### src/hw/rtl/ftc_ram.sv
// Generic single-write, single-read synchronous RAM with registered read data.
// Depends on nothing.
module ftc_ram #(
  parameter int WIDTH = 8,
  parameter int DEPTH = 2
) (
  input  logic                     clk,
  input  logic                     we,
  input  logic [$clog2(DEPTH)-1:0] waddr,
  input  logic [WIDTH-1:0]         wdata,
  input  logic                     re,
  input  logic [$clog2(DEPTH)-1:0] raddr,
  output logic [WIDTH-1:0]         rdata
);

  logic [WIDTH-1:0] mem [DEPTH];

  always_ff @(posedge clk) begin
    if (we) begin
      mem[waddr] <= wdata;
    end
    if (re) begin
      rdata <= mem[raddr];
    end
  end

endmodule

### config.mk
export PLATFORM = sky130hd
export DESIGN_NAME = ftc_ram
export DESIGN_NICKNAME = d
export VERILOG_FILES = /design/src/hw/rtl/ftc_ram.sv
export SDC_FILE = /design/constraint.sdc
export NUM_CORES = 1
export LEC_CHECK = 0
export ABC_AREA = 1
export BUFFER_PORTS_ARGS = -buffer_cell sky130_fd_sc_hd__buf_2
export CORE_UTILIZATION = 44
export DETAILED_ROUTE_END_ITERATION = 8
export PLACE_DENSITY = 0.79
export SLEW_MARGIN = 20
export SYNTH_ARGS = -nofsm -noshare
export SYNTH_HDL_FRONTEND = slang
export SYNTH_SLANG_ARGS = --single-unit
### constraint.sdc
create_clock -name clk -period 0.8 [get_ports clk]
set_input_delay 0.04 -clock clk [delete_from_list [all_inputs] [get_ports clk]]
set_output_delay 0.04 -clock clk [all_outputs]
set_load 0.005 [all_outputs]
# --- Yosys cells after proc, flatten, opt, wreduce, memory -nomap -nowiden ---
# Memory sizes are Yosys's and may differ from the RTL's. A register that Yosys moved wholly into a read port is not among the register bits.
# Index checks and enable logic that the tools add are counted.
totals:
  mem_count: 1
  mem_bits_rw: 16
  reg_bits: 0
  output_inout_bits: 8
op_classes:
  mux: 2
memory_table:
  columns: ["memory", "words", "width", "read_ports", "rd_ports_with_merged_regs", "write_ports", "line_no", "text"]
  rows:
  - ["mem", 2, 8, 1, 1, 1, "16", "logic [WIDTH-1:0] mem [DEPTH];"]
ops:
  columns: ["cell", "n"]
  rows:
  - ["$mux W1", 2]

# --- Depth between registers and ports, before layout ---
# Gate-level depths: netlist of run 1.
logic_depth:
  ltp_word: 2
  ltp_mapped: 4

# --- Least setup slack after synthesis of run 1 ---
# Ideal clock, no wire load.
synth_path:
  path_type: "in2reg"
  from: "input we"
  to: "memory mem[0][0] (enable)"
  setup_slack_ns: 0.000
  path_stages: 2
  arrival_time_ns: 0.429
  t_required_ns: 0.429
  path_cell_list: "inv_1 > nor2_1"
synth_via:
  elab_chain_cells: 2
synth_rtl:
  columns: ["item", "line_no", "text"]
  rows:
  - ["start, declared", "8", "input logic we,"]
  - ["$mux W1", "19", "if (we) begin"]
  - ["$mux W1 (not written as such)", "20", "mem[waddr] <= wdata;"]
  - ["end, declared", "16", null]
# No other way between the ends.

# --- Final worst setup path of run 1 ---
layout_path:
  from: "register rdata[2] (read register of mem)"
  to: "output rdata[2]"
layout_lines:
  columns: ["item", "line_no", "text"]
  rows:
  - ["start, declared", "13", "output logic [WIDTH-1:0] rdata"]
# No word-level cell between the ends.

==> reports/summary.txt, run 1 <==
DRT iter0 DRCs -> 8
Register clock-pin slew on the reported worst setup and hold paths -> 0.11 ns
RSZ-0062 raised after global routing -> yes
Vias -> 475
Hold WS -> 0.07004 ns
Antenna viol nets, final -> 0
Final critical-path required period -> 0.8448 ns
DR WL/cell -> 10.33 um
Ranking of synthesized cells by area -> edfxtp_1 (86%), nand2_1 (11%), buf_6 (1.3%), inv_1 (0.89%), inv_2 (0.45%)
Maximum root-to-sink buffer count -> 2
Placer Congestion -> 0.6832
Final Cycle Share -> 105.6%
Total gr overflow -> 0
Compound-Gate Fraction of Synth Area -> 0%
Yosys warning total -> 0
Worst Setup Start Kind -> register
CP max-delay cell -> edfxtp_1
Rows -> 15
Initial antenna violation count -> 0
Simple-gate share of the synthesized area -> 11.61%
Clk network pwr share -> 22.3%
Syn avg cell area -> 15.57 sq um
Die width -> 45.72 um
Placed inst area -> 968.4 sq um
XOR/XNOR Fraction of Synth Area -> 0%
Net Count, Synth -> 67
Pwr/cell area -> 2008 mW/mm^2
H-tree depth reported by CTS -> 1
Internal -> 1743 uW
Distinct cell type count of the synthesized netlist -> 6
CP max FO -> 1
CTS Root Buffer Type -> clkbuf_4
Synth Register Bits -> 24
Slew Viols, Final -> 0
Worst clock skew -> 0.004745 ns
Violated checks -> negative setup slack
Number of diodes -> 0
Clock Sinks -> 24
Final HPWL DP -> 779.1 um
Drt pass-1 iters -> 4
CTS Buf Count -> 3
Net switching power -> 407.7 uW
Largest stage delay on the critical path -> 0.38 ns
TritonCTS clock tree -> done
Post-synthesis adder-cell area fraction -> 0%
Crit path capture type -> primary output
Setup bufs post-CTS -> 0
Register area share after synthesis -> 85.71%
Synth top area share -> 85.71%
IO Pins -> 21
Vias/cell -> 4.318
Largest net degree at the start of global routing -> 13
Main combinational cell family by area after synthesis -> simple AND/OR/NAND/NOR gates
Mapped Area -> 840.8 sq um
Starting density of the core -> 47.66%
Area growth, synth to finish -> 27.38%
Yosys top cell by area -> edfxtp_1
Final setup margin -> -0.04482 ns
Max IR drop VDD -> 1.337 mV
Port Buffers -> 20
Post-CTS Resized -> 0
Die height -> 45.72 um
Logic pwr share -> 7.9%
Highest Clock Rate -> 1184 MHz
Worst-skew pair later-pin latency -> 0.29 ns
Req. time, crit path -> 0.76 ns
Post-synthesis mux area share -> 0%
Actual slew at the worst max-slew pin -> 0.3074 ns
Core area -> 0.001764 sq mm
# setup viols final -> 8
CP Cell Sequence -> buf_2
Design area -> 0.001071 sq mm
Seq pwr share -> 69.8%
Data arrival, critical path -> 0.80 ns
Final Hold Viols -> 0
Number of global-route vias before repair -> 433
Net Sw Frac -> 18.96%
# Max-Cap Violations -> 0
Total Wirelength -> 1.136 mm
Setup CP Type -> register to primary output
Hold/Removal Path Class -> primary input to register
Relative slew margins -> 79.49%
GRT Overall Usage -> 12.77%
DRC Markers -> 0
Cell family with most CP delay -> flip-flops
Outcome -> complete, but fails checks
Gate Count Post-Synth -> 54
Buffers & Inverters on Critical Path -> 1
Global-route wire length before repair -> 1.800 mm
Layout cells sized above 1 -> 29.41%
Leak pwr -> 0.0004534 uW
NumNets Final -> 100
Die ar. -> 0.002090 sq mm
==> power by group through the flow <==
stage               registers (uW)  logic (uW)  clock network, uW
global route                  1510         192                540
finish                        1500         169                480
detailed placement            1530         141                  0
floorplan                     1530        57.9                  0
CTS                           1500         171                503
global placement              1530         136                  0
==> placed cells by master, fill, tap and decap left out <==
master / n
nand2_1: 25
edfxtp_1: 24
buf_2: 20
dlygate4sd3_1: 8
clkbuf_4: 3
inv_1: 2
inv_2: 1
nor2_1: 1
buf_4: 1
==> per-layer routing <==
layer / global-route usage, % / share of wire, %
met5: 0 / 0
met4: 7.059 / 1.5
met3: 3.571 / 5.5
met2: 21.71 / 52
met1: 14.40 / 41
==> synth_stat cells <==
master	count
buf_6	1
nor2_1	1
inv_1	2
edfxtp_1	24
nand2_1	25
inv_2	1
==> cells by family (layout without fill, tap and decap cells) <==
group | count (synthesis) | count (layout)
buf+inv | 4 | 35
flops | 24 | 24
simple gates | 26 | 26
==> area by class of cell <==
type	count	area, sq um
Sequential cell	24	720.7
Fill cell	157	693.2
Timing Repair Buffer	29	187.7
Multi-Input combinational cell	26	97.59
Tap cell	25	31.28
Clock buffer	3	22.52
Inverter	3	11.26
==> state kept, by name, indices dropped and copies added, names as in the netlist <==
register,count
mem,16
rdata,8
==> final timing paths <==
path | from | to | slack, ns | depth (start not counted)
setup / recovery | rdata[2] | rdata[2] | -0.04 | 1
hold / removal | re | rdata[1] | 0.07 | 1
setup reg to reg | mem[1][0] | rdata[0] | 0.03 | 2
hold reg to reg | mem[0][7] | rdata[7] | 0.52 | 2
==> timing repair <==
action / CTS / global route
endpoints found under the setup margin: 8 / 8
endpoints found under the hold margin: 16 / 0
hold buffers: 8 / 0
==> stage by stage <==
stage / util [%] / cells / power, uW / setup TNS [ns] / worst slack, ns
3_3_place_gp: 54.89 / 99 / 1663 / 0 / 0.06304
6_report: 60.71 / 110 / 2150 / -0.2777 / -0.04482
4_1_cts: 60.71 / 110 / 2177 / -0.4137 / -0.06280
5_1_grt: 60.71 / 110 / 2242 / -0.6847 / -0.09777
3_5_place_dp: 54.89 / 99 / 1673 / 0 / 0.03961
2_1_floorplan: - / 54 / 1592 / 0 / 0.00009862
(Power assumes the default switching activity.)
==> inputs of run 2 (changes only) <==
--- a/config.mk
+++ b/config.mk
@@ -7,9 +7,11 @@
 export LEC_CHECK = 0
 export ABC_AREA = 1
 export BUFFER_PORTS_ARGS = -buffer_cell sky130_fd_sc_hd__buf_2
-export CORE_UTILIZATION = 44
+export CELL_PAD_IN_SITES_DETAIL_PLACEMENT = 1
+export CELL_PAD_IN_SITES_GLOBAL_PLACEMENT = 2
+export CORE_UTILIZATION = 31
 export DETAILED_ROUTE_END_ITERATION = 8
-export PLACE_DENSITY = 0.79
+export PLACE_DENSITY = 0.8
 export SLEW_MARGIN = 20
 export SYNTH_ARGS = -nofsm -noshare
 export SYNTH_HDL_FRONTEND = slang
==> run 2 against run 1 <==
The run still ends with negative setup slack left; sequential cell count stayed put; first-iteration DRC count is 13% lower; worst hold slack worse by 0.015 ns; largest cell class unchanged; setup slack worse by 0.020 ns.
==> reports/summary.txt, run 2 (synthesized netlist as in run 1, its figures left out) <==
Outcome -> complete, but fails checks
Violated checks -> negative setup slack
# Max-Cap Violations -> 0
Number of global-route vias before repair -> 483
Starting density of the core -> 33.33%
Leak pwr -> 0.0004550 uW
Cell family with most CP delay -> flip-flops
Initial antenna violation count -> 0
Final setup margin -> -0.06496 ns
Worst clock skew -> 0.003826 ns
DRT iter0 DRCs -> 7
Register clock-pin slew on the reported worst setup and hold paths -> 0.13 ns
Core area -> 0.002522 sq mm
Most common cell after layout, fill and taps aside -> nand2_1
Commonest cells after routing, fill and taps aside -> nand2_1 (25), edfxtp_1 (24), buf_2 (20)
Vias -> 479
DRC Markers -> 0
Highest Clock Rate -> 1156 MHz
Setup bufs post-CTS -> 0
Most flops, register -> mem
CP max FO -> 1
Hold/Removal Path Class -> primary input to register
Port Buffers -> 20
Number of diodes -> 0
Vias/cell -> 4.129
CP max-delay cell -> edfxtp_1
Layout cells sized above 1 -> 29.07%
Fill cells -> 277
H-tree depth reported by CTS -> 1
# setup viols final -> 8
Crit path capture type -> primary output
Max IR drop VDD -> 1.149 mV
Final Hold Viols -> 0
TritonCTS clock tree -> done
Rows -> 18
Actual slew at the worst max-slew pin -> 0.3106 ns
IO Pins -> 21
Die width -> 54.08 um
Buffers & Inverters on Critical Path -> 1
Net switching power -> 455.1 uW
Final HPWL DP -> 993.1 um
Global-route wire length before repair -> 2.152 mm
Die height -> 54.08 um
Tot Pwr -> 2205 uW
Total gr overflow -> 0
Largest net degree at the start of global routing -> 14
Seq pwr share -> 68.2%
Register area -> 720.7 sq um
Worst-skew pair later-pin latency -> 0.31 ns
GRT Overall Usage -> 11.17%
CTS Root Buffer Type -> clkbuf_4
Setup CP Type -> register to primary output
DR WL/cell -> 11.73 um
Relative slew margins -> 79.27%
Total Wirelength -> 1.361 mm
Final Cycle Share -> 108.1%
Final critical-path required period -> 0.8650 ns
Sum Neg Setup Slack -> -0.4010 ns
Clk network pwr share -> 23.9%
Data arrival, critical path -> 0.82 ns
Slew Viols, Final -> 0
Req. time, crit path -> 0.76 ns
CTS Buf Count -> 3
Largest regs -> mem (16), rdata (8)
Logic pwr share -> 7.9%
Antenna viol nets, final -> 0
Largest stage delay on the critical path -> 0.39 ns
Internal -> 1750 uW
Drt pass-1 iters -> 2
Clock Sinks -> 24
RSZ-0062 raised after global routing -> yes
Area occupied by multi-input gates -> 97.59 sq um
Die ar. -> 0.002925 sq mm
Worst Setup Start Kind -> register
Maximum root-to-sink buffer count -> 2
NumNets Final -> 100
Pwr/cell area -> 2039 mW/mm^2
Net Sw Frac -> 20.64%
Area growth, synth to finish -> 28.57%
CP Cell Sequence -> buf_2
Placer Congestion -> 0.6396
Max reg flops -> 16
Hold WS -> 0.05480 ns
run 2: cell types whose count changed in the layout (fill, tap and decap cells not counted):
cell	change
clkinv_1	+1
run 2: layout make-up:
| class | count | area share (%) |
|---|---|---|
| sequential | 24 | 66.67 |
| timing repair buffer | 29 | 17.36 |
| multi-input combinational | 26 | 9.028 |
| tap | 30 | 3.472 |
| clock buffer | 3 | 2.083 |
| inverter | 3 | 1.042 |
| clock inverter | 1 | 0.3472 |
run 2: metal layers:
layer / GRT usage (%) / wire length (um) / vias to the layer above
li1: - / - / 249
met1: 12.14 / 591 / 214
met2: 20.37 / 694 / 16
met3: 2.542 / 75 / 0
met4: 5.128 / 0 / 0
met5: 0 / 0 / -
run 2: worst paths after layout:
path                                  to       from  slack (ns)  cells after the start
worst min-delay path            rdata[1]         re        0.05                      1
worst min register to register  rdata[2]  mem[0][2]        0.53                      2
worst max register to register  rdata[7]  mem[1][7]        0.05                      2
worst max-delay path            rdata[4]   rdata[4]       -0.06                      1
run 2: repair_timing:
item,CTS,global route
resized for setup,0,0
hold buffers,8,0
endpoints found under the setup margin,8,8
endpoints found under the hold margin,16,0
run 2: power by group through the flow:
stage          logic [uW]  clock network [uW]  registers [uW]
2_1_floorplan        57.9                   0            1530
3_3_place_gp          140                   0            1530
3_5_place_dp          149                   0            1530
4_1_cts               178                 539            1510
5_1_grt               199                 595            1510
6_report              174                 528            1500
run 2: stage by stage:
| step | util, % | worst slack [ns] | area [sq um] | cells |
|---|---|---|---|---|
| finish | 42.86 | -0.06496 | 1081 | 116 |
| global route | 42.86 | -0.1187 | 1081 | 116 |
| CTS | 42.86 | -0.08581 | 1081 | 116 |
| detailed placement | 38.64 | 0.02805 | 974.7 | 104 |
| global placement | 38.64 | 0.03520 | 974.7 | 104 |
| floorplan | - | 0.00009862 | 840.8 | 54 |
==> inputs of run 3 (changes only) <==
--- a/config.mk
+++ b/config.mk
@@ -9,9 +9,10 @@
 export BUFFER_PORTS_ARGS = -buffer_cell sky130_fd_sc_hd__buf_2
 export CELL_PAD_IN_SITES_DETAIL_PLACEMENT = 1
 export CELL_PAD_IN_SITES_GLOBAL_PLACEMENT = 2
-export CORE_UTILIZATION = 31
+export CORE_UTILIZATION = 36
 export DETAILED_ROUTE_END_ITERATION = 8
-export PLACE_DENSITY = 0.8
+export GPL_TIMING_DRIVEN = 0
+export PLACE_DENSITY = 0.86
 export SLEW_MARGIN = 20
 export SYNTH_ARGS = -nofsm -noshare
 export SYNTH_HDL_FRONTEND = slang
==> constraint.sdc (replaced) <==
create_clock -name clk -period 1.1 [get_ports clk]
set_input_delay 0.055 -clock clk [delete_from_list [all_inputs] [get_ports clk]]
set_output_delay 0.055 -clock clk [all_outputs]
set_load 0.005 [all_outputs]
==> run 3 against run 2 <==
Design area decreased by 0.35%; worst hold slack improved by 0.0059 ns; critical endpoint is now rdata[7]; sequential power decreased by 27%; sequential share of layout area increased by 0.23 points; the flow now finishes without violations; largest cell class unchanged; combinational power decreased by 28%; setup slack improved by 0.29 ns.
==> reports/summary.txt, run 3 (synthesized netlist as in run 1, its figures left out) <==
Port Buffers -> 19
# Max-Cap Violations -> 0
CP max FO -> 1
Area growth, synth to finish -> 28.12%
Antenna viol nets, final -> 0
Sum Neg Setup Slack -> 0 ns
Number of diodes -> 0
Clock Sinks -> 24
Global-route wire length before repair -> 2.159 mm
Worst-skew pair later-pin latency -> 0.31 ns
TritonCTS clock tree -> done
Most common cell after layout, fill and taps aside -> nand2_1
Layout cells sized above 1 -> 28.24%
Max IR drop VDD -> 0.6408 mV
Data arrival, critical path -> 0.82 ns
Die width -> 50.33 um
Core area -> 0.002212 sq mm
Register area -> 720.7 sq um
Worst clock skew -> 0.002879 ns
Initial antenna violation count -> 0
CTS Buf Count -> 3
Crit path capture type -> primary output
Number of global-route vias before repair -> 503
Drt pass-1 iters -> 4
Actual slew at the worst max-slew pin -> 0.6294 ns
Starting density of the core -> 38.01%
Die height -> 50.33 um
CP Cell Sequence -> buf_2
DRC Markers -> 0
Worst Setup Start Kind -> register
Die ar. -> 0.002533 sq mm
Slew Viols, Final -> 0
NumNets Final -> 99
Final critical-path required period -> 0.8739 ns
Reg2reg path depth -> 2
Total Wirelength -> 1.330 mm
R2R Path End -> rdata[5]
Area occupied by multi-input gates -> 97.59 sq um
IO Pins -> 21
Hold depth -> 3
Leak pwr -> 0.0004520 uW
Placer Congestion -> 0.6552
Most flops, register -> mem
Hold path endpoint -> rdata[2]
Max reg flops -> 16
Relative slew margins -> 57.89%
Vias/cell -> 4.398
Placed inst area -> 970.9 sq um
Pwr/cell area -> 1478 mW/mm^2
CTS Root Buffer Type -> clkbuf_4
Final HPWL DP -> 915.9 um
Total gr overflow -> 0
Req. time, crit path -> 1.04 ns
Maximum root-to-sink buffer count -> 2
Hold/Removal Path Class -> primary input to register
Setup bufs post-CTS -> 0
DRT iter0 DRCs -> 2
Reg2reg setup slack -> 0.33 ns
# setup viols final -> 0
Tot Pwr -> 1592 uW
Largest net degree at the start of global routing -> 14
Setup CP Type -> register to primary output
H-tree depth reported by CTS -> 1
Register clock-pin slew on the reported worst setup and hold paths -> 0.11 ns
Final Hold Viols -> 0
Final Cycle Share -> 79.45%
Cell family with most CP delay -> flip-flops
GRT Overall Usage -> 12.82%
Rows -> 17
Fill cells -> 241
Largest stage delay on the critical path -> 0.38 ns
Buffers & Inverters on Critical Path -> 1
Outcome -> complete, no violations
DR WL/cell -> 11.77 um
Largest regs -> mem (16), rdata (8)
Worst r2r src -> mem[1][5]
Highest Clock Rate -> 1144 MHz
Post-CTS Resized -> 0
CP max-delay cell -> edfxtp_1
RSZ-0062 raised after global routing -> no
Commonest cells after routing, fill and taps aside -> nand2_1 (25), edfxtp_1 (24), buf_2 (19)
Design area -> 0.001077 sq mm
Vias -> 497
Hold Crit Start -> raddr
## run 3: cell types whose count changed in the layout (fill, tap and decap cells not counted)
cell / delta
buf_2: -1
buf_4: -1
buf_6: +1
## run 3: worst max path at each step
| stage | from | end | slack, ns | cells past startpoint |
|---|---|---|---|---|
| floorplan | we | mem[0][0] | 0.29 | 2 |
| CTS | rdata[7] | rdata[7] | 0.20 | 1 |
| global placement | waddr | mem[0][5] | 0.06 | 2 |
| global route | rdata[6] | rdata[6] | 0.17 | 1 |
| detailed placement | waddr | mem[0][2] | 0.04 | 2 |
| finish | rdata[7] | rdata[7] | 0.23 | 1 |
## run 3: final cells by class
type / count / area share (%)
Sequential cell: 24 / 66.90
Timing Repair Buffer: 27 / 16.26
Multi-Input combinational cell: 26 / 9.059
Tap cell: 28 / 3.252
Clock buffer: 3 / 2.091
Buffer: 1 / 1.045
Inverter: 3 / 1.045
Clock inverter: 1 / 0.3484
## run 3: per-stage QoR
step / hold WS (ns) / setup WS (ns) / utilization (%) / cells
6_report: 0.06071 / 0.2261 / 48.70 / 113
5_1_grt: 0.05969 / 0.1692 / 48.70 / 113
4_1_cts: 0.05367 / 0.2031 / 48.70 / 113
3_5_place_dp: 0.2466 / 0.03576 / 43.89 / 101
3_3_place_gp: 0.2435 / 0.06425 / 43.89 / 101
2_1_floorplan: 0.1539 / 0.2851 / - / 54
## run 3: metal layers
layer | part of all wire [%] | vias up | GRT usage, %
met4 | 5.0 | 0 | 12.04
met3 | 6.5 | 9 | 6.061
li1 | - | 244 | -
met5 | 0 | - | 0
met2 | 49 | 24 | 20.00
met1 | 40 | 220 | 12.22
## run 3: what timing repair did
item | 4_1_cts | 5_1_grt
endpoints found under the setup margin | 0 | 0
hold endpoints to repair | 16 | 0
hold buffers | 8 | 0
## run 3: power breakdown
group          leakage [uW]  switching (uW)  internal, uW
Sequential         0.000230            15.1          1080
Clock             0.0000154             241           133
Combinational      0.000207            63.1          62.0
Total              0.000452             319          1270
