## config.mk

```make
export PLATFORM = sky130hd
export DESIGN_NAME = ftc_div
export DESIGN_NICKNAME = d
export VERILOG_FILES = /design/src/hw/rtl/ftc_pkg.sv /design/src/hw/rtl/ftc_div.sv
export SDC_FILE = /design/constraint.sdc
export NUM_CORES = 1
export LEC_CHECK = 0
export BUFFER_PORTS_ARGS = -buffer_cell sky130_fd_sc_hd__buf_4
export CORE_MARGIN = 1
export CORE_UTILIZATION = 40
export CTS_CLUSTER_SIZE = 24
export DETAILED_ROUTE_END_ITERATION = 7
export GPL_ROUTABILITY_DRIVEN = 0
export MAX_ROUTING_LAYER = met4
export SKIP_CTS_REPAIR_TIMING = 1
export SYNTH_ARGS = -nofsm -noshare
export SYNTH_HDL_FRONTEND = slang
export SYNTH_SLANG_ARGS = --single-unit
```

## constraint.sdc

```tcl
create_clock -name clk -period 9.1 [get_ports clk]
set_clock_uncertainty 0.05 [all_clocks]
set_input_delay 0 -clock clk [delete_from_list [all_inputs] [get_ports clk]]
set_output_delay 0 -clock clk [all_outputs]
set_load 0.05 [all_outputs]
```

## src/hw/rtl/ftc_pkg.sv

```systemverilog
// Flow statistics traffic classifier: shared types, constants and helpers.
// Used by ftc_div, the top level and the checker; depends on nothing.
package ftc_pkg;

  localparam int FLOWS_DEFAULT = 256;

  // Divider operand widths.
  localparam int DVD_W = 54;
  localparam int DVS_W = 49;
  localparam int SH_W  = 58;
  localparam int QUO_W = 24;
  localparam int STP_W = 5;

  // Traffic class codes.
  localparam logic [2:0] CLS_UNKNOWN   = 3'd0;
  localparam logic [2:0] CLS_GAMING    = 3'd1;
  localparam logic [2:0] CLS_VOIP      = 3'd2;
  localparam logic [2:0] CLS_STREAMING = 3'd3;
  localparam logic [2:0] CLS_FILE      = 3'd4;
  localparam logic [2:0] CLS_BROWSING  = 3'd5;

  localparam logic [6:0] CONF_MAX = 7'd100;
  localparam logic [47:0] GAP_LIMIT_US = 48'd10000000;
  localparam logic [15:0] SMALL_BYTES = 16'd100;
  // Gap sample floor(d * 256 / 1000) = floor(d * GAP_RECIP / 2^31), with
  // GAP_RECIP = ceil(2^36 / 125); exact for every gap below 2^24 us.
  localparam logic [29:0] GAP_RECIP = 30'd549755814;

  typedef struct packed {
    logic        valid;
    logic [47:0] fwd_bytes;
    logic [47:0] bwd_bytes;
    logic [31:0] fwd_pkts;
    logic [31:0] bwd_pkts;
    logic [31:0] small_cnt;
    logic [23:0] avg_size;
    logic [15:0] min_size;
    logic [15:0] max_size;
    logic [21:0] avg_gap;
    logic [31:0] gap_samples;
    logic [47:0] last_time;
  } flow_entry_t;

  typedef struct packed {
    logic             start;
    logic [STP_W-1:0] steps;
    logic [DVD_W-1:0] dividend;
    logic [DVS_W-1:0] divisor;
  } div_req_t;

  typedef struct packed {
    logic             done;
    logic [QUO_W-1:0] quotient;
  } div_rsp_t;

  function automatic logic [31:0] sat_inc32(input logic [31:0] v);
    return (v == 32'hFFFF_FFFF) ? v : v + 32'd1;
  endfunction

  function automatic logic [47:0] sat_add48(input logic [47:0] v, input logic [15:0] a);
    logic [48:0] s;
    s = {1'b0, v} + 49'(a);
    return s[48] ? 48'hFFFF_FFFF_FFFF : s[47:0];
  endfunction

  function automatic flow_entry_t open_entry();
    flow_entry_t e;
    e = '0;
    e.valid = 1'b1;
    e.min_size = 16'hFFFF;
    return e;
  endfunction

endpackage

```

## src/hw/rtl/ftc_div.sv

```systemverilog
// Shared restoring divider, one quotient bit per cycle, bit count chosen per request.
// Depends on ftc_pkg.
module ftc_div import ftc_pkg::*; (
  input  logic     clk,
  input  logic     rst,
  input  div_req_t req,
  output div_rsp_t rsp
);

  logic             busy;
  logic             done;
  logic [STP_W-1:0] cnt;
  logic [SH_W-1:0]  rem;
  logic [SH_W-1:0]  dsh;
  logic [QUO_W-1:0] quo;
  logic             ge;

  assign ge = (rem >= dsh);

  always_ff @(posedge clk) begin
    if (rst) begin
      busy <= 1'b0;
      done <= 1'b0;
      cnt  <= '0;
    end else begin
      done <= 1'b0;
      if (req.start) begin
        busy <= 1'b1;
        cnt  <= req.steps;
      end else if (busy) begin
        cnt <= cnt - STP_W'(1);
        if (cnt == STP_W'(1)) begin
          busy <= 1'b0;
          done <= 1'b1;
        end
      end
    end
  end

  // Shift the divisor down one place per step; subtract where it fits.
  always_ff @(posedge clk) begin
    if (req.start) begin
      rem <= SH_W'(req.dividend);
      dsh <= SH_W'(req.divisor) << (req.steps - STP_W'(1));
      quo <= '0;
    end else if (busy) begin
      rem <= ge ? rem - dsh : rem;
      dsh <= dsh >> 1;
      quo <= {quo[QUO_W-2:0], ge};
    end
  end

  assign rsp.done     = done;
  assign rsp.quotient = quo;

endmodule

```

* Word-level counts from Yosys, hierarchy flattened
Cells that the tools add are included.
Word-level totals: register bits after elaboration 147, bits of input ports 111, output and inout bits 25, logic and storage cells 30
Cells by class: add/sub/neg operators 3, $lt $le $gt $ge 1, equality and inequality tests 1, shift-type cells 1, muxes and demuxes 11, bitwise gates (word level) 1, reduce and logical (&&, ||, !) cells 5
Operators by type and width (number):
- 54-bit 2-to-1 mux | 3
- 58-bit 2-to-1 mux | 2
- 58-bit >= comparator | 1
- 49-bit by 5-bit left shift with 58-bit output | 1
- 58-bit subtractor | 1
- 5-bit 2-to-1 mux | 2
- 5-bit by 1-bit subtractor with 5-bit output (second input constant) | 2
- 5-bit by 1-bit equality test with 1-bit output (second input constant) | 1
- 1-bit 2-to-1 mux | 4
- 2-bit AND reduction | 2
- 2-bit nonzero test | 2
- 3-bit OR reduction | 1
- 1-bit inverter | 1

* Logic depth before layout (Yosys ltp)
Gate-level depths: netlist (run 1).
word-level depth 4, mapped depth 15, gate-level depth less buffers 15

* Worst setup path after synthesis (run 1)
OpenSTA, ideal clock, no wires.
path type register -> register, start register rem[0], end register rem[0], enable pin, library setup time 0.623 ns, arrival 3.756 ns, required time 8.427 ns, setup slack 4.670 ns, stages on the path, launching flop included 15, buffers on the path 0, clock period less this slack 4.430 ns, path through edfxtp_1 > inv_1 > ha_1 > inv_1 > fa_1 > a211oi_2 > nor2_1 > o311ai_1 > nand4_1 > a31oi_2 > nor4_2 > a31o_2 > a31o_4 > o21ai_4 > nand2_1
On the way: word-level cells in the longest chain between the ends 3
RTL lines:
- start, declared | RTL line ftc_div.sv:13 | logic [SH_W-1:0] rem;
- start signal, assigned | RTL line ftc_div.sv:43 | rem <= SH_W'(req.dividend);
- start signal, assigned | RTL line ftc_div.sv:47 | rem <= ge ? rem - dsh : rem;
- 58-bit >= comparator | RTL line ftc_div.sv:18 | assign ge = (rem >= dsh);
- 2-bit nonzero test (no source line)
- 2-bit AND reduction (no source line)
Every way passes these cells. A chain may end at the register's enable or synchronous reset.

* Final worst setup path (run 1)
start register rem[0], end register rem[5], enable pin
Same word-level chain as after synthesis.

==> qor.yml, run 1 <==
p_sw_w: 0.00120
vias: 10846
clockRootBuffer: "clkbuf_16"
yosysSeqAreaShare_pct: 33.7
die-area_sq_mm: 0.0309
die_w_um: 176
nets: 1696
seqPwrFrac_pct: 30.3
worstPathArrival_ps: 4370
rsz0062_at_grt: "false"
clockPowerShare_pct: 23.0
drc: 0
critPathCaptureType: "flop"
critPathKind: "reg -> reg"
clock_sinks: 147
clock_latency_ps: 440
power.density_mw_per_mm2: 207
final_antenna_net_count: 0
final_cell_area_sq_mm: 0.0145
worstPathMaxFanout: 54
crit_required_ps: 9130
hold_start: "req[47]"
antenna_cells: 0
grt_pass1_vias: 10001
overflow: 0
worstHoldPathCells: 5
relSlewSlack_pct: 39.9
min_period_ps: 4340
cp-start-kind: "flop"
worst_slew_pin_slew_ps: 901
postSynthAreaPerCell_sq_um: 8.66
crit_chain: "inv_1, ha_1, inv_1, fa_1, a211oi_2, nor2_1, o311ai_1, nand4_1, a31oi_2, nor4_2, a31o_2, a31o_4, o21ai_4, nand2_2, buf_4"
cap_violations: 0
crit_start: "rem[0]$_DFFE_PP_"
final-max-slew-violation-count: 0
area.growth.synth_to_final_pct: 20.4
p_leak_nw: 6.01
start_util_pct: 40.7
yosysTopAreaCellShare_pct: 27.9
synth.most_common_cell: "nand2_1"
sw_frac_of_total_pct: 39.9
nFillCells: 2897
wirelength_mm: 33.4
hp-class: "in -> reg"
syn_area_sq_mm: 0.0121
pwr-share-comb_pct: 46.7
synthFlopType: "edfxtp_1"
internal_power_w: 0.00181
finalSetupTns_ps: 0
synth_edf_count: 112
vias_per_cell: 5.63
r2r-start: "rem[0]$_DFFE_PP_"
coreArea_sq_mm: 0.0296
dp_hpwl_mm: 25.1
irDropWorstVdd_v: 0.000109
place_area_sq_mm: 0.0133
drt_iter0_markers: 815
drive_above_1_share_pct: 17.0
clock_path_buffers: 2
rr_worst_depth: 15
timing.final.crit_share_pct: 47.7
finalSetupViolCount: 0
fmax_ghz: 0.231
path_delay_family: "compound AO/OA/AOI/OAI gates"
path_buf_inv: 3
ys_top_cells_by_count: "nand2_1 (197), a21oi_1 (136), o21ai_0 (123)"
cpPeakStageDelay_ps: 430
grt_usage_pct: 22.6
die_h_um: 176
synth_area_leaders: "edfxtp_1 (28%), mux4_2 (8.0%), ha_1 (6.3%)"
clk_pin_slew_ps: 70
syn-num-nets: 1566
synth_warnings: 0
critPathSlowestCell: "fa_1"
cp.depth: 15
synth_cells: 1393
drtPass1Iterations: 5
ys_seq_elements: 147
grt_pass1_wl_mm: 53.4
ys_types: 68
num_rows: 63
hold_violations: 0
outcome: "finished clean"
io_pins: 136
cpMostUsedCell: "inv_1"
p_total_w: 0.00301
cts_tree: "built"
io_buffers: 135
wl_per_cell_um: 17.4
antenna_found_initial: 0
synthArstFlopShare_pct: 0
grt_max_degree: 89
cts_buffers: 17
htree_levels: 4
yosys.area.top_type: "edfxtp_1"
-- registers in the layout, indices dropped and copies added (netlist names) --
name,flops
dsh,58
rem,58
quo,24
cnt,5
busy,1
done,1
-- placed cells by master, fill, tap and decap left out, types with 5 or more instances in the layout --
cell type	instances
o21bai_1	11
a211oi_1	22
nor3_1	17
mux2i_1	61
mux4_2	43
nand2b_1	5
o211ai_1	7
and2_1	8
xnor2_1	28
o22ai_1	17
nor2_1	115
o31ai_1	9
dfxtp_1	34
xor2_1	27
o21a_1	7
nand2_1	196
nor2b_1	11
inv_1	81
clkbuf_16	17
buf_4	146
a21oi_1	136
nand4_1	20
mux2_2	6
edfxtp_1	112
nand3_1	19
a21boi_0	6
nor4_1	5
dlygate4sd3_1	60
o21ai_0	123
and3_1	5
a21o_1	24
inv_6	6
a31oi_1	13
ha_1	60
or2_2	8
-- path summary, 6_finish.rpt --
check,endpoint,slack [ps]
setup / recovery,rem[5]$_DFFE_PP_,4760
hold reg to reg,rem[57]$_SDFFE_PP0P_,410
setup reg to reg,rem[5]$_DFFE_PP_,4760
hold / removal,dsh[53]$_DFFE_PP_,100
-- cell families (layout without fill, tap and decap cells) --
kind of cell / Yosys count / in the layout / synth area share [%]
simple gates: 423 / 423 / 15.3
compound gates: 413 / 413 / 20.8
buf+inv: 177 / 320 / 5.63
flops: 147 / 147 / 33.7
mux: 110 / 110 / 13.7
fa+ha+maj: 62 / 62 / 6.49
xor+xnor: 61 / 61 / 4.43
-- worst min-delay path: stages --
cell and delay, ps:
buf_4 130, nand2_1 60, o22ai_1 110, nand2_1 80, nand2_1 40
-- per-stage QoR --
stage	cells	utilization, %	setup slack (ps)	hold slack, ps
3_3_place_gp	1834	45.0	4960	177
6_report	1926	49.0	4760	98.2
4_1_cts	1866	47.0	4780	-283
5_1_grt	1926	49.0	4560	134
2_1_floorplan	1393	-	4670	19.1
3_5_place_dp	1834	45.0	4800	178
-- metal layers --
| layer | vias up | track usage [%] | wire length, um |
|---|---|---|---|
| met5 | - | - | 0 |
| met4 | 0 | 7.68 | 913 |
| met3 | 44 | 3.25 | 2180 |
| met2 | 401 | 32.0 | 14200 |
| met1 | 5064 | 32.7 | 16200 |
| li1 | 5337 | - | - |
-- power groups by stage --
stage               Combinational (W)  Sequential [W]  Clock, W
finish                        0.00140        0.000912  0.000692
global route                  0.00156        0.000923  0.000731
CTS                           0.00137        0.000912  0.000706
detailed placement            0.00136        0.000924         0
global placement              0.00135        0.000924         0
floorplan                     0.00105        0.000902         0
-- area by class of cell --
cell class | instances | area [sq um] | share of cell area (%)
multi-input combinational | 1069 | 7380 | 50.8
sequential | 147 | 4070 | 28.0
timing repair buffer | 207 | 1710 | 11.8
tap | 390 | 488 | 3.36
clock buffer | 18 | 439 | 3.03
inverter | 81 | 304 | 2.09
clock inverter | 14 | 133 | 0.914
No activity file was read; power rests on OpenSTA's default activity.
==> inputs of run 2 (changes only) <==
==> constraint.sdc (replaced) <==
create_clock -name clk -period 4.2 [get_ports clk]
set_clock_uncertainty 0.05 [all_clocks]
set_input_delay 0 -clock clk [delete_from_list [all_inputs] [get_ports clk]]
set_output_delay 0 -clock clk [all_outputs]
set_load 0.05 [all_outputs]
==> qor.yml, run 2 (synthesis gave the netlist of run 1 again) <==
drtPass1Iterations: 7
path_buf_inv: 3
fmax_ghz: 0.259
overflow: 0
cp-start-kind: "flop"
clockRootBuffer: "clkbuf_16"
num_rows: 63
cap_violations: 0
crit_chain: "inv_1, ha_1, inv_1, fa_1, a211oi_2, nor2_1, o311ai_1, nand4_1, a31oi_2, nor4_2, a31o_2, a31o_4, o21ai_4, nand2_2, buf_12"
final_cell_area_sq_mm: 0.0147
htree_levels: 4
dp.cells: 1843
die-area_sq_mm: 0.0309
worstPathArrival_ps: 3970
io_pins: 136
holdWs_ps: -20.2
start_util_pct: 40.7
clk_pin_slew_ps: 70
cpPeakStageDelay_ps: 440
min_period_ps: 3850
drive_above_1_share_pct: 17.5
finalSetupViolCount: 0
cpMostUsedCell: "inv_1"
rsz0062_at_grt: "false"
grt_usage_pct: 22.4
antenna_cells: 0
wirelength_mm: 33.3
cts_buffers: 17
final_antenna_net_count: 0
grt_pass1_wl_mm: 52.7
dp_hpwl_mm: 25.5
outcome: "complete, but fails checks"
relSlewSlack_pct: 37.9
p_leak_nw: 6.08
clock_latency_ps: 430
grt_pass1_vias: 9937
clock_sinks: 147
irDropWorstVdd_v: 0.000228
die_h_um: 176
critPathSlowestCell: "fa_1"
drt_iter0_markers: 974
final_common_cell: "nand2_1"
critPathKind: "reg -> reg"
grt_max_degree: 93
die_w_um: 176
instances_no_fill: 1934
top_regs: "dsh: 58 flops, rem: 58 flops, quo: 24 flops"
rrSetupSlack_ps: 350
power.density_mw_per_mm2: 455
antenna_found_initial: 0
worst_slew_pin_slew_ps: 927
final-max-slew-violation-count: 0
hp-class: "in -> reg"
timing.final.crit_share_pct: 91.8
setup_slack_ps: 346
vias: 10775
path_delay_family: "compound AO/OA/AOI/OAI gates"
finalSetupTns_ps: 0
worstPathMaxFanout: 44
area.growth.synth_to_final_pct: 21.5
violations: "negative hold slack"
nets: 1704
final_cell_mix: "nand2_1 (196), buf_4 (154), a21oi_1 (136), o21ai_0 (123), nor2_1 (115)"
cts_tree: "built"
vias_per_cell: 5.57
hold_violations: 1
crit_required_ps: 4310
clock_path_buffers: 2
place_area_sq_mm: 0.0134
wl_per_cell_um: 17.2
critPathCaptureType: "flop"
nFillCells: 2876
drc: 0
io_buffers: 135
dpl_worst_slack_ps: 339
coreArea_sq_mm: 0.0296
==> run 2: changes by cell type in the layout (fill, tap and decap cells not counted), sizes merged <==
cell / before / now
clkbuf: 18 / 21
buf: 147 / 156
dlygate4sd3: 60 / 59
inv: 91 / 90
clkinv: 4 / 2
==> run 2: area by class of cell <==
cell class,count,area [sq um],area share [%]
clock buffers,21,526,3.59
clock inverters,11,111,0.760
inverters,81,304,2.07
multi-input cells,1069,7380,50.4
flip-flops and latches,147,4070,27.7
well taps,390,488,3.33
repair buffers,215,1780,12.1
==> run 2: metal layers <==
layer  share of wire [%]  vias up  global-route usage, %
li1                    -     5349                      -
met1                  49     5059                   32.2
met2                  44      327                   32.2
met3                 5.2       40                   3.27
met4                 2.1        0                   6.78
met5                   0        -                      -
==> run 2: metrics by stage <==
| stage | power, W | util [%] | hold WS (ps) |
|---|---|---|---|
| 6_report | 0.00666 | 49.4 | -20.2 |
| 5_1_grt | 0.00712 | 49.4 | 1.27 |
| 4_1_cts | 0.00662 | 47.4 | -281 |
| 3_5_place_dp | 0.00498 | 45.3 | 185 |
| 3_3_place_gp | 0.00496 | 45.3 | 181 |
| 2_1_floorplan | 0.00422 | - | 19.1 |
==> run 2: final timing paths <==
check | startpoint | end | cells past startpoint
setup / recovery | rem[0]$_DFFE_PP_ | rem[16]$_DFFE_PP_ | 15
hold / removal | req[103] | cnt[0]$_SDFFE_PP0P_ | 3
setup reg to reg | rem[0]$_DFFE_PP_ | rem[16]$_DFFE_PP_ | 15
hold reg to reg | rem[57]$_SDFFE_PP0P_ | rem[57]$_SDFFE_PP0P_ | 2
==> run 2: where the power goes <==
group	switching (W)	internal (W)	leakage (nW)
logic	0.00181	0.00127	4.35
clock network	0.000691	0.000929	0.315
registers	0.0000994	0.00187	1.41
==> run 2: worst min-delay path, delay by kind of cell <==
kind / cells / cell delay, ps
buffers and inverters: 2 / 300
AO/OA/AOI/OAI: 1 / 110
==> inputs of run 3 (changes only) <==
--- a/config.mk
+++ b/config.mk
@@ -7,11 +7,12 @@
 export LEC_CHECK = 0
 export BUFFER_PORTS_ARGS = -buffer_cell sky130_fd_sc_hd__buf_4
 export CORE_MARGIN = 1
-export CORE_UTILIZATION = 40
+export CORE_UTILIZATION = 60
 export CTS_CLUSTER_SIZE = 24
 export DETAILED_ROUTE_END_ITERATION = 7
 export GPL_ROUTABILITY_DRIVEN = 0
 export MAX_ROUTING_LAYER = met4
+export PLACE_DENSITY = 0.81
 export SKIP_CTS_REPAIR_TIMING = 1
 export SYNTH_ARGS = -nofsm -noshare
 export SYNTH_HDL_FRONTEND = slang
==> qor.yml, run 3 (synthesis gave the netlist of run 1 again) <==
p_leak_nw: 6.07
holdWs_ps: 3.21
drc: 0
dpl_worst_slack_ps: 351
htree_levels: 4
clock_latency_ps: 440
worstPathArrival_ps: 4090
relSlewSlack_pct: 33.6
clockRootBuffer: "clkbuf_16"
place_area_sq_mm: 0.0133
outcome: "finished clean"
final-max-slew-violation-count: 0
final_cell_area_sq_mm: 0.0145
clock_path_buffers: 2
vias_per_cell: 6.28
overflow: 0
top_regs: "dsh: 58 flops, rem: 58 flops, quo: 24 flops"
wl_per_cell_um: 18.4
path_delay_family: "compound AO/OA/AOI/OAI gates"
critPathCaptureType: "flop"
critPathKind: "reg -> reg"
finalSetupTns_ps: 0
final_common_cell: "nand2_1"
power.density_mw_per_mm2: 462
grt_pass1_vias: 10044
drt_iter0_markers: 1416
cp-start-kind: "flop"
grt_usage_pct: 33.1
path_buf_inv: 3
clock_sinks: 147
crit_required_ps: 4300
num_rows: 51
start_util_pct: 61.6
drive_above_1_share_pct: 17.4
timing.final.crit_share_pct: 95.1
irDropWorstVdd_v: 0.000325
antenna_found_initial: 0
area.growth.synth_to_final_pct: 20.0
dp_hpwl_mm: 24.0
coreArea_sq_mm: 0.0196
grt_max_degree: 102
hold_violations: 0
drtPass1Iterations: 6
die_w_um: 144
nets: 1703
hp-class: "in -> reg"
rrSetupSlack_ps: 200
worstPathMaxFanout: 54
wirelength_mm: 33.3
io_buffers: 135
clk_pin_slew_ps: 70
cpPeakStageDelay_ps: 430
die-area_sq_mm: 0.0207
finalSetupViolCount: 0
final_cell_mix: "nand2_1 (196), buf_4 (152), a21oi_1 (136), o21ai_0 (123), nor2_1 (115)"
antenna_cells: 0
grt_pass1_wl_mm: 51.1
critPathSlowestCell: "fa_1"
die_h_um: 144
min_period_ps: 4000
rsz0062_at_grt: "false"
cap_violations: 0
crit_chain: "inv_1, ha_1, inv_1, fa_1, a211oi_2, nor2_1, o311ai_1, nand4_1, a31oi_2, nor4_2, a31o_2, a31o_4, o21ai_4, nand2_2, buf_12"
worst_slew_pin_slew_ps: 996
cts_tree: "built"
cts_buffers: 17
setup_slack_ps: 205
io_pins: 136
nFillCells: 1419
vias: 11353
cpMostUsedCell: "inv_1"
final_antenna_net_count: 0
fmax_ghz: 0.250
run 3: worst min-delay path: stages:
cell	delay (ps)
buf_4	130
inv_1	210
a211oi_1	110
run 3: power breakdown:
group	internal, W	switching, W
combinational	0.00126	0.00185
clock	0.000897	0.000698
sequential	0.00187	0.000113
total	0.00403	0.00266
run 3: per-layer routing:
layer	up-vias	wire length (um)	track usage [%]
met2	649	15400	51.2
li1	5354	-	-
met3	89	2910	5.40
met4	0	1030	12.9
met1	5261	14000	43.4
met5	-	0	-
run 3: area by class of cell:
class | count | area, sq um | share of cell area, %
Clock buffer | 20 | 500 | 3.46
Timing Repair Buffer | 214 | 1770 | 12.3
Tap cell | 265 | 332 | 2.29
Inverter | 81 | 304 | 2.10
Clock inverter | 12 | 118 | 0.813
Multi-Input combinational cell | 1069 | 7380 | 51.0
Sequential cell | 147 | 4070 | 28.1
run 3: through the flow:
stage	cells	util (%)	power, W
global placement	1716	67.7	0.00487
floorplan	1393	-	0.00422
detailed placement	1716	67.7	0.00495
CTS	1748	70.8	0.00656
finish	1808	73.9	0.00668
global route	1808	73.9	0.00704
run 3: worst paths after layout:
check,endpoint,depth (start not counted),startpoint
setup reg to reg,rem[4]$_DFFE_PP_,15,rem[0]$_DFFE_PP_
hold reg to reg,rem[57]$_SDFFE_PP0P_,2,rem[57]$_SDFFE_PP0P_
setup / recovery,rem[4]$_DFFE_PP_,15,rem[0]$_DFFE_PP_
hold / removal,cnt[0]$_SDFFE_PP0P_,3,req[103]
